==> config.mk <==
export PLATFORM = sky130hd
export DESIGN_NAME = battery_backup_mode_controller
export DESIGN_NICKNAME = d
export VERILOG_FILES = /design/src/design/bbmc_pkg.sv /design/src/design/battery_backup_mode_controller.sv
export SDC_FILE = /design/constraint.sdc
export NUM_CORES = 1
export LEC_CHECK = 0
export BUFFER_PORTS_ARGS = -buffer_cell sky130_fd_sc_hd__buf_2
export CAP_MARGIN = 20
export CORE_ASPECT_RATIO = 1.1
export CORE_MARGIN = 5
export CORE_UTILIZATION = 55
export CTS_CLUSTER_DIAMETER = 200
export DETAILED_ROUTE_END_ITERATION = 10
export GPL_TIMING_DRIVEN = 0
export PLACE_DENSITY = 0.75
export SLEW_MARGIN = 5
export SYNTH_ARGS = -nofsm -noshare
export SYNTH_HDL_FRONTEND = slang
export SYNTH_SLANG_ARGS = --single-unit
==> constraint.sdc <==
create_clock -name clk -period 5.63 [get_ports clk]
set_input_delay 0.563 -clock clk [delete_from_list [all_inputs] [get_ports clk]]
set_output_delay 0.563 -clock clk [all_outputs]
set_load 0.02 [all_outputs]
==> src/design/bbmc_pkg.sv <==
// shared types and constants for the battery backup mode controller
// no dependencies
`timescale 1ns / 1ps

package bbmc_pkg;

    // widths
    localparam int TIME_BITS   = 32;
    localparam int CHARGE_W    = 10;
    localparam int PCT_W       = 7;
    localparam int TENTHS_W    = 11;
    localparam int WATTS_W     = 16;
    localparam int POLICY_W    = 2;
    localparam int MODE_W      = 2;
    localparam int WANT_W      = 2;
    localparam int DSTATE_W    = 2;
    localparam int DATA_W      = 32;
    localparam int ADDR_W      = 5;
    localparam int REG_IDX_W   = 3;

    // operation codes
    localparam logic OP_SAMPLE  = 1'b0;
    localparam logic OP_REQUEST = 1'b1;

    // charge modes
    localparam logic [MODE_W-1:0] MODE_FLOAT       = 2'd0;
    localparam logic [MODE_W-1:0] MODE_CHARGING    = 2'd1;
    localparam logic [MODE_W-1:0] MODE_DISCHARGING = 2'd2;
    localparam logic [MODE_W-1:0] MODE_BACKUP      = 2'd3;

    // wanted supply codes
    localparam logic [WANT_W-1:0] WANT_UNCHANGED = 2'd0;
    localparam logic [WANT_W-1:0] WANT_GRID      = 2'd1;
    localparam logic [WANT_W-1:0] WANT_BATTERY   = 2'd2;
    localparam logic [WANT_W-1:0] WANT_OFFLOAD   = 2'd3;

    // direct meter state codes
    localparam logic [DSTATE_W-1:0] DSTATE_CHARGING    = 2'd1;
    localparam logic [DSTATE_W-1:0] DSTATE_DISCHARGING = 2'd2;

    // supply policy codes
    localparam logic [POLICY_W-1:0] POLICY_GRID    = 2'd0;
    localparam logic [POLICY_W-1:0] POLICY_BATTERY = 2'd1;
    localparam logic [POLICY_W-1:0] POLICY_OFFLOAD = 2'd2;

    // register indexes
    localparam logic [REG_IDX_W-1:0] REG_BACKUP_LOW   = 3'd0;
    localparam logic [REG_IDX_W-1:0] REG_BACKUP_HIGH  = 3'd1;
    localparam logic [REG_IDX_W-1:0] REG_MIN_GRID     = 3'd2;
    localparam logic [REG_IDX_W-1:0] REG_OFFLOAD_LIM  = 3'd3;
    localparam logic [REG_IDX_W-1:0] REG_OFFLOAD_LOW  = 3'd4;
    localparam logic [REG_IDX_W-1:0] REG_OFFLOAD_HIGH = 3'd5;
    localparam logic [REG_IDX_W-1:0] REG_POLICY       = 3'd6;
    localparam logic [REG_IDX_W-1:0] REG_COOLDOWN     = 3'd7;

    // register reset values
    localparam logic [PCT_W-1:0]     RST_BACKUP_LOW   = 7'd30;
    localparam logic [PCT_W-1:0]     RST_BACKUP_HIGH  = 7'd50;
    localparam logic [TIME_BITS-1:0] RST_MIN_GRID     = TIME_BITS'(7200);
    localparam logic [WATTS_W-1:0]   RST_OFFLOAD_LIM  = 16'd0;
    localparam logic [PCT_W-1:0]     RST_OFFLOAD_LOW  = 7'd0;
    localparam logic [PCT_W-1:0]     RST_OFFLOAD_HIGH = 7'd100;
    localparam logic [POLICY_W-1:0]  RST_POLICY       = POLICY_BATTERY;
    localparam logic [TIME_BITS-1:0] RST_COOLDOWN     = '0;

    // one input word as held in the input register
    typedef struct packed {
        logic                  operation;
        logic [TIME_BITS-1:0]  now_seconds;
        logic [CHARGE_W-1:0]   charge_tenths;
        logic                  direct_state_valid;
        logic [DSTATE_W-1:0]   direct_state;
        logic                  charging_flag;
        logic                  grid_offline;
        logic                  manual_mode;
        logic                  control_present;
        logic [TIME_BITS-1:0]  last_on_seconds;
    } item_t;

    // percent to tenths of a percent: p*8 + p*2
    function automatic logic [TENTHS_W-1:0] pct_to_tenths(input logic [PCT_W-1:0] pct);
        logic [TENTHS_W-1:0] ext;
        ext = TENTHS_W'(pct);
        return (ext << 3) + (ext << 1);
    endfunction

endpackage

==> src/design/battery_backup_mode_controller.sv <==
// battery backup mode controller: charge mode, offload permission, supply decision
// depends on bbmc_pkg
`timescale 1ns / 1ps

// channel | direction | handshake           | word
// in      | into      | in_valid / in_stall   | operation, now_seconds, charge_tenths, ...
// out     | out of    | out_valid / out_stall | charge_mode, offload_allowed, wanted_supply
// cfg     | into      | psel/penable/pwrite   | 8 registers at byte address 4*i
//
// one word per cycle sustained while out_stall is low; each word passes the input register, then the result register
// the mode/charge/permit state loop closes through one set of state registers, which sets that rate
// reset brings config registers to their defaults and clears mode and charge state
// a stalled result holds in the result register; the input register still fills,
// and in_stall rises only when both stages are full and out_stall is high

module battery_backup_mode_controller (
    input  logic                                 clk,
    input  logic                                 rst_n,
    // input channel
    input  logic                                 in_valid,
    output logic                                 in_stall,
    input  logic                                 operation,
    input  logic [bbmc_pkg::TIME_BITS-1:0]       now_seconds,
    input  logic [bbmc_pkg::CHARGE_W-1:0]        charge_tenths,
    input  logic                                 direct_state_valid,
    input  logic [bbmc_pkg::DSTATE_W-1:0]        direct_state,
    input  logic                                 charging_flag,
    input  logic                                 grid_offline,
    input  logic                                 manual_mode,
    input  logic                                 control_present,
    input  logic [bbmc_pkg::TIME_BITS-1:0]       last_on_seconds,
    // output channel
    output logic                                 out_valid,
    input  logic                                 out_stall,
    output logic [bbmc_pkg::MODE_W-1:0]          charge_mode,
    output logic                                 offload_allowed,
    output logic [bbmc_pkg::WANT_W-1:0]          wanted_supply,
    // config port
    input  logic                                 psel,
    input  logic                                 penable,
    input  logic                                 pwrite,
    input  logic [bbmc_pkg::ADDR_W-1:0]          paddr,
    input  logic [bbmc_pkg::DATA_W-1:0]          pwdata,
    output logic [bbmc_pkg::DATA_W-1:0]          prdata,
    output logic                                 pready
);

    // config registers
    logic [bbmc_pkg::PCT_W-1:0]     backup_low_reg;
    logic [bbmc_pkg::PCT_W-1:0]     backup_high_reg;
    logic [bbmc_pkg::TIME_BITS-1:0] min_grid_reg;
    logic [bbmc_pkg::WATTS_W-1:0]   offload_lim_reg;
    logic [bbmc_pkg::PCT_W-1:0]     offload_low_reg;
    logic [bbmc_pkg::PCT_W-1:0]     offload_high_reg;
    logic [bbmc_pkg::POLICY_W-1:0]  policy_reg;
    logic [bbmc_pkg::TIME_BITS-1:0] cooldown_reg;

    logic                           cfg_wr;
    logic [bbmc_pkg::REG_IDX_W-1:0] cfg_idx;

    // pipeline registers
    logic                           s1_valid_reg;
    bbmc_pkg::item_t                s1_item_reg;
    logic                           s1_move;
    logic                           in_take;

    logic                           out_valid_reg;
    logic [bbmc_pkg::MODE_W-1:0]    out_mode_reg;
    logic                           out_offload_reg;
    logic [bbmc_pkg::WANT_W-1:0]    out_want_reg;

    // controller state
    logic [bbmc_pkg::MODE_W-1:0]    mode_reg, mode_next;
    logic [bbmc_pkg::CHARGE_W-1:0]  charge_reg, charge_next;
    logic                           known_reg, known_next;
    logic                           permit_reg, permit_next;
    logic [bbmc_pkg::TIME_BITS-1:0] switch_time_reg, switch_time_next;

    logic [bbmc_pkg::WANT_W-1:0]    want;
    logic                           offload_out;

    assign pready  = 1'b1;
    assign cfg_wr  = psel & penable & pwrite;
    assign cfg_idx = paddr[bbmc_pkg::ADDR_W-1:2];

    // config write
    always_ff @(posedge clk or negedge rst_n)
    begin
        if (!rst_n)
        begin
            backup_low_reg   <= bbmc_pkg::RST_BACKUP_LOW;
            backup_high_reg  <= bbmc_pkg::RST_BACKUP_HIGH;
            min_grid_reg     <= bbmc_pkg::RST_MIN_GRID;
            offload_lim_reg  <= bbmc_pkg::RST_OFFLOAD_LIM;
            offload_low_reg  <= bbmc_pkg::RST_OFFLOAD_LOW;
            offload_high_reg <= bbmc_pkg::RST_OFFLOAD_HIGH;
            policy_reg       <= bbmc_pkg::RST_POLICY;
            cooldown_reg     <= bbmc_pkg::RST_COOLDOWN;
        end
        else if (cfg_wr)
        begin
            case (cfg_idx)
                bbmc_pkg::REG_BACKUP_LOW:   backup_low_reg   <= pwdata[bbmc_pkg::PCT_W-1:0];
                bbmc_pkg::REG_BACKUP_HIGH:  backup_high_reg  <= pwdata[bbmc_pkg::PCT_W-1:0];
                bbmc_pkg::REG_MIN_GRID:     min_grid_reg     <= pwdata[bbmc_pkg::TIME_BITS-1:0];
                bbmc_pkg::REG_OFFLOAD_LIM:  offload_lim_reg  <= pwdata[bbmc_pkg::WATTS_W-1:0];
                bbmc_pkg::REG_OFFLOAD_LOW:  offload_low_reg  <= pwdata[bbmc_pkg::PCT_W-1:0];
                bbmc_pkg::REG_OFFLOAD_HIGH: offload_high_reg <= pwdata[bbmc_pkg::PCT_W-1:0];
                bbmc_pkg::REG_POLICY:       policy_reg       <= pwdata[bbmc_pkg::POLICY_W-1:0];
                bbmc_pkg::REG_COOLDOWN:     cooldown_reg     <= pwdata[bbmc_pkg::TIME_BITS-1:0];
                default: ;
            endcase
        end
    end

    // config read
    always_comb
    begin
        case (cfg_idx)
            bbmc_pkg::REG_BACKUP_LOW:   prdata = bbmc_pkg::DATA_W'(backup_low_reg);
            bbmc_pkg::REG_BACKUP_HIGH:  prdata = bbmc_pkg::DATA_W'(backup_high_reg);
            bbmc_pkg::REG_MIN_GRID:     prdata = bbmc_pkg::DATA_W'(min_grid_reg);
            bbmc_pkg::REG_OFFLOAD_LIM:  prdata = bbmc_pkg::DATA_W'(offload_lim_reg);
            bbmc_pkg::REG_OFFLOAD_LOW:  prdata = bbmc_pkg::DATA_W'(offload_low_reg);
            bbmc_pkg::REG_OFFLOAD_HIGH: prdata = bbmc_pkg::DATA_W'(offload_high_reg);
            bbmc_pkg::REG_POLICY:       prdata = bbmc_pkg::DATA_W'(policy_reg);
            bbmc_pkg::REG_COOLDOWN:     prdata = bbmc_pkg::DATA_W'(cooldown_reg);
            default:                    prdata = '0;
        endcase
    end

    // handshake: input stage moves whenever the result register is free or draining
    assign s1_move  = ~out_valid_reg | ~out_stall;
    assign in_stall = s1_valid_reg & ~s1_move;
    assign in_take  = in_valid & ~in_stall;

    // input register
    always_ff @(posedge clk or negedge rst_n)
    begin
        if (!rst_n)
        begin
            s1_valid_reg <= 1'b0;
        end
        else if (s1_move | ~s1_valid_reg)
        begin
            s1_valid_reg <= in_valid;
        end
    end

    always_ff @(posedge clk)
    begin
        if (in_take)
        begin
            s1_item_reg.operation          <= operation;
            s1_item_reg.now_seconds        <= now_seconds;
            s1_item_reg.charge_tenths      <= charge_tenths;
            s1_item_reg.direct_state_valid <= direct_state_valid;
            s1_item_reg.direct_state       <= direct_state;
            s1_item_reg.charging_flag      <= charging_flag;
            s1_item_reg.grid_offline       <= grid_offline;
            s1_item_reg.manual_mode        <= manual_mode;
            s1_item_reg.control_present    <= control_present;
            s1_item_reg.last_on_seconds    <= last_on_seconds;
        end
    end

    // sample update: backup entry/exit, mode tracking, offload hysteresis
    always_comb
    begin
        logic [bbmc_pkg::TENTHS_W-1:0]  charge_ext;
        logic [bbmc_pkg::TIME_BITS-1:0] since_switch;
        mode_next        = mode_reg;
        charge_next      = charge_reg;
        known_next       = known_reg;
        permit_next      = permit_reg;
        switch_time_next = switch_time_reg;
        charge_ext       = bbmc_pkg::TENTHS_W'(s1_item_reg.charge_tenths);
        since_switch     = s1_item_reg.now_seconds - switch_time_reg;

        if (s1_item_reg.operation == bbmc_pkg::OP_SAMPLE)
        begin
            charge_next = s1_item_reg.charge_tenths;
            known_next  = 1'b1;

            if (charge_ext < bbmc_pkg::pct_to_tenths(backup_low_reg))
            begin
                mode_next = bbmc_pkg::MODE_BACKUP;
            end

            if ((mode_next == bbmc_pkg::MODE_BACKUP) &&
                (charge_ext > bbmc_pkg::pct_to_tenths(backup_high_reg)) &&
                (since_switch > min_grid_reg))
            begin
                mode_next        = bbmc_pkg::MODE_FLOAT;
                switch_time_next = s1_item_reg.now_seconds;
            end

            if (mode_next != bbmc_pkg::MODE_BACKUP)
            begin
                if (s1_item_reg.direct_state_valid)
                begin
                    if (s1_item_reg.direct_state == bbmc_pkg::DSTATE_CHARGING)
                        mode_next = bbmc_pkg::MODE_CHARGING;
                    else if (s1_item_reg.direct_state == bbmc_pkg::DSTATE_DISCHARGING)
                        mode_next = bbmc_pkg::MODE_DISCHARGING;
                    else
                        mode_next = bbmc_pkg::MODE_FLOAT;
                end
                else
                begin
                    // guess from the charging flag, then from the charge trend
                    if ((mode_next != bbmc_pkg::MODE_CHARGING) && s1_item_reg.charging_flag)
                        mode_next = bbmc_pkg::MODE_CHARGING;
                    else if ((mode_next == bbmc_pkg::MODE_CHARGING) &&
                             !s1_item_reg.charging_flag)
                        mode_next = bbmc_pkg::MODE_FLOAT;
                    else if (s1_item_reg.charge_tenths < charge_reg)
                        mode_next = bbmc_pkg::MODE_DISCHARGING;
                end
            end

            if (offload_lim_reg != '0)
            begin
                if (charge_ext >= bbmc_pkg::pct_to_tenths(offload_high_reg))
                    permit_next = 1'b1;
                if (charge_ext < bbmc_pkg::pct_to_tenths(offload_low_reg))
                    permit_next = 1'b0;
            end
        end
    end

    // supply decision on the updated state
    always_comb
    begin
        logic                           backup;
        logic [bbmc_pkg::TIME_BITS-1:0] since_on;
        backup   = (mode_next == bbmc_pkg::MODE_BACKUP);
        since_on = s1_item_reg.now_seconds - s1_item_reg.last_on_seconds;

        if (!s1_item_reg.control_present)
            want = bbmc_pkg::WANT_UNCHANGED;
        else if (!known_next)
            want = bbmc_pkg::WANT_UNCHANGED;
        else if (s1_item_reg.manual_mode && !backup)
            want = bbmc_pkg::WANT_UNCHANGED;
        else if (s1_item_reg.grid_offline && !backup)
            want = bbmc_pkg::WANT_BATTERY;
        else if (policy_reg == bbmc_pkg::POLICY_GRID)
            want = bbmc_pkg::WANT_GRID;
        else if (backup)
            want = bbmc_pkg::WANT_GRID;
        else if (policy_reg == bbmc_pkg::POLICY_BATTERY)
            want = bbmc_pkg::WANT_BATTERY;
        else if ((policy_reg == bbmc_pkg::POLICY_OFFLOAD) && (since_on > cooldown_reg))
            want = bbmc_pkg::WANT_OFFLOAD;
        else
            want = bbmc_pkg::WANT_UNCHANGED;
    end

    assign offload_out = (offload_lim_reg != '0) & permit_next;

    // state registers, updated as a word leaves the input register
    always_ff @(posedge clk or negedge rst_n)
    begin
        if (!rst_n)
        begin
            mode_reg        <= bbmc_pkg::MODE_FLOAT;
            charge_reg      <= '0;
            known_reg       <= 1'b0;
            permit_reg      <= 1'b0;
            switch_time_reg <= '0;
        end
        else if (s1_valid_reg & s1_move)
        begin
            mode_reg        <= mode_next;
            charge_reg      <= charge_next;
            known_reg       <= known_next;
            permit_reg      <= permit_next;
            switch_time_reg <= switch_time_next;
        end
    end

    // result register
    always_ff @(posedge clk or negedge rst_n)
    begin
        if (!rst_n)
        begin
            out_valid_reg <= 1'b0;
        end
        else if (s1_move)
        begin
            out_valid_reg <= s1_valid_reg;
        end
    end

    always_ff @(posedge clk)
    begin
        if (s1_valid_reg & s1_move)
        begin
            out_mode_reg    <= mode_next;
            out_offload_reg <= offload_out;
            out_want_reg    <= want;
        end
    end

    assign out_valid       = out_valid_reg;
    assign charge_mode     = out_mode_reg;
    assign offload_allowed = out_offload_reg;
    assign wanted_supply   = out_want_reg;

endmodule

==> impl_metrics.toml <==
[outcome]
outcome = "complete, no violations"

[worst_setup_path]
crit_top_cell = "a21o_1"
setup.worst_path.start = "s1_item_reg[59]$_DFFE_PP_"
start_kind = "flip-flop"
crit_chain = "ha_1, a211oi_2, o22ai_1, a311oi_1, a21oi_1, o41ai_2, o21bai_1, a21oi_1, xnor2_1, ha_1, a21o_1, a21o_1, a21o_1, a211oi_1, o31a_1, a2111oi_2, buf_4, a211o_1, o211a_1"
critPathKind = "flip-flop to flip-flop"
endpoint = "wanted_supply[1]$_SDFFCE_PP0P_"
timing.rr.start = "s1_item_reg[59]$_DFFE_PP_"
worst_path_max_delay_cell = "o41ai_2"
cp_top_family = "compound AO/OA/AOI/OAI gates"
cp_num_buf_inv = 1
required_ns = 5.93
r2r_setup_slack_ns = 0.31
critPathCaptureType = "flip-flop"
timing.rr.end = "wanted_supply[1]$_SDFFCE_PP0P_"
cp.depth = 19
reg2reg_depth = 19
worstPathArrival_ns = 5.61
critical_path.max_fanout = 5
max_stage_delay_ns = 0.55

[place]
routabilityCongestion = 0.896
hpwl_um = 32800
portBuffers = 160
dp_slack_ns = -0.631

[synthesis]
async_reset_ff_frac = 0.645
syn_nets = 1946
synth_edf_count = 87
netlist_instances = 1625
synth_top_area_share = 0.219
seq_area_frac_synth = 0.403
netlist_area_sq_um = 16300
synth-compound-area-share = 0.159
synthXorXnorAreaFrac = 0.0386
synthTopCellsByCount = "189 x ha_1, 189 x inv_1, 143 x dfrtp_1, 128 x nand2_1, 117 x o21ai_0"
synth_cell_type_count = 80
synthMuxAreaShare = 0.0784
synth.largest_area_cell = "dfrtp_1"
synthTopCellsByArea = "dfrtp_1 22%, edfxtp_1 16%, ha_1 14%, inv_1 4.3%, mux2_2 4.3%"
syn_avg_cell_area_sq_um = 10.0
yosys_most_used_dff = "dfrtp_1"
ys_ff_latch = 245
synthAdderAreaFrac = 0.152
synth-simple-area-share = 0.112
yosysWarnings = 0
synth_top_family_by_area = "compound AO/OA/AOI/OAI gates"

[global_route]
grt.total_usage = 0.251
grt_use_met1 = 0.318
first_global_vias = 12800
grt-ovfl-total = 0
gr-max-usage-layer = "met2"
antenna_found_initial = 3
grtUsageMet2 = 0.444
grt_use_met3 = 0.0325
grt_max_degree = 116
grt_pass1_wl_um = 67200

[finish]
nets = 2147
areaGrowthSynthToFinish_pct = 14.6
drive_gt1_frac = 0.194
final_util = 0.636
largest_reg_flops = 82
fill_cells = 2433

[floorplanning]
io_pins = 166
core_sq_um = 29400
die_h_um = 191
dieArea_sq_um = 33200
rows = 66
die_w_um = 174
initial_utilization = 0.555

[timing]
finalSetupViolCount = 0
min_period_over_period = 0.945
setup_slack_ns = 0.312
whs_ns = 0.183
final_max_slew_viol_count = 0
fin_setup_tns_ns = 0
period_minus_slack_ns = 5.32
clock_skew_ns = 0.0158
fmax_mhz = 188
hold_violations = 0
worstMarginPinSlew_ns = 0.931
slew_headroom = 0.375

[drt]
drt_iter0_drc = 832
dr.pass1.iters = 7
viasPerCell = 5.84
drc = 0
wl_per_cell_um = 19.1
wl_um = 42400
antenna_left = 0
vias = 13000

[min_path]
min_path_type = "input port to flip-flop"
holdPathStages = 1

[clock_network]
h-tree-depth = 1
clk_latency_ns = 0.55
cts-root-buf = "clkbuf_16"
cts_buffers = 28
cts.reportedPaths.clkPinSlew_ns = 0.06
clock-sinks = 245
cts_tree = "built"
cts_buffer_depth = 3

[power_and_ir_drop]
peakVddDrop_mv = 0.265
p_per_area_nw_per_um2 = 427
leakage_nw = 8.78
power.total_mw = 7.98

[job]
drv_cap = 0
[cell type report]
class / instances / area, sq um / area share
clock inverters: 10 / 57.6 / 0.00308
clock buffers: 42 / 825 / 0.0441
well taps: 374 / 468 / 0.0250
diodes: 1 / 2.50 / 0.000134
flip-flops and latches: 245 / 6590 / 0.352
repair buffers: 171 / 946 / 0.0506
multi-input cells: 1144 / 8910 / 0.476
plain buffers: 46 / 203 / 0.0108
inverters: 190 / 713 / 0.0381
[kinds of logic after synthesis]
logic type	after synthesis
adders and majority gates	195
DFF	245
buffers and inverters	236
xor gates and xnor gates	72
muxes	100
other	1
and+or+nand+nor	375
AOI/OAI and AO/OA	401
[how the worst min path moves through the flow]
stage | slack (ns) | to | from
floorplan | 0.27 | backup_high_reg[0]$_DFFE_PN0P_ | rst_n
global placement | 0.47 | known_reg$_DFFE_PN0P_ | known_reg$_DFFE_PN0P_
detailed placement | 0.48 | out_valid$_DFFE_PN0P_ | s1_valid_reg$_DFFE_PN0N_
CTS | 0.16 | s1_item_reg[61]$_DFFE_PP_ | now_seconds[12]
global route | 0.17 | s1_item_reg[7]$_DFFE_PP_ | last_on_seconds[7]
finish | 0.18 | s1_item_reg[61]$_DFFE_PP_ | now_seconds[12]
[placed cells by master, fill, tap and decap left out, types with 19 or more instances in the layout]
master	instances
mux2_2	63
nor3_1	19
xor2_1	23
nand3_1	28
mux2_4	30
xnor2_1	49
buf_2	160
dfrtp_1	143
ha_1	189
o21ai_0	115
inv_1	189
a21o_1	48
nor2_1	81
clkbuf_16	29
a21oi_1	89
edfxtp_1	87
clkbuf_1	47
nand2_1	128
nand2b_1	19
[stage by stage]
step	instance area, sq um	instances
after floorplan	16300	1625
after global placement	17600	2159
after detailed placement	17700	2162
after CTS	18600	2216
after global routing	18700	2223
final	18700	2223
[routing by layer]
layer  vias to the layer above  routed length, um
met5                         -                 34
met4                         4               1540
met3                        94               2480
met2                       423              21000
met1                      6218              17300
li1                       6244                  -
[power by group]
| part | switching [mW] | total (mW) | leakage, nW | internal, mW |
|---|---|---|---|---|
| sequential | 0.275 | 2.52 | 2.70 | 2.25 |
| clock | 0.735 | 1.75 | 0.444 | 1.01 |
| combinational | 2.01 | 3.71 | 5.63 | 1.70 |
[what timing repair did]
action                     in CTS  in global routing
hold buffers                    1                  0
resized for setup               9                  8
buffers inserted                1                  5
hold endpoints to repair       39                  0
pin swaps                       2                  6
setup endpoints to repair      35                 35
Power figures use the tool's default switching activity.
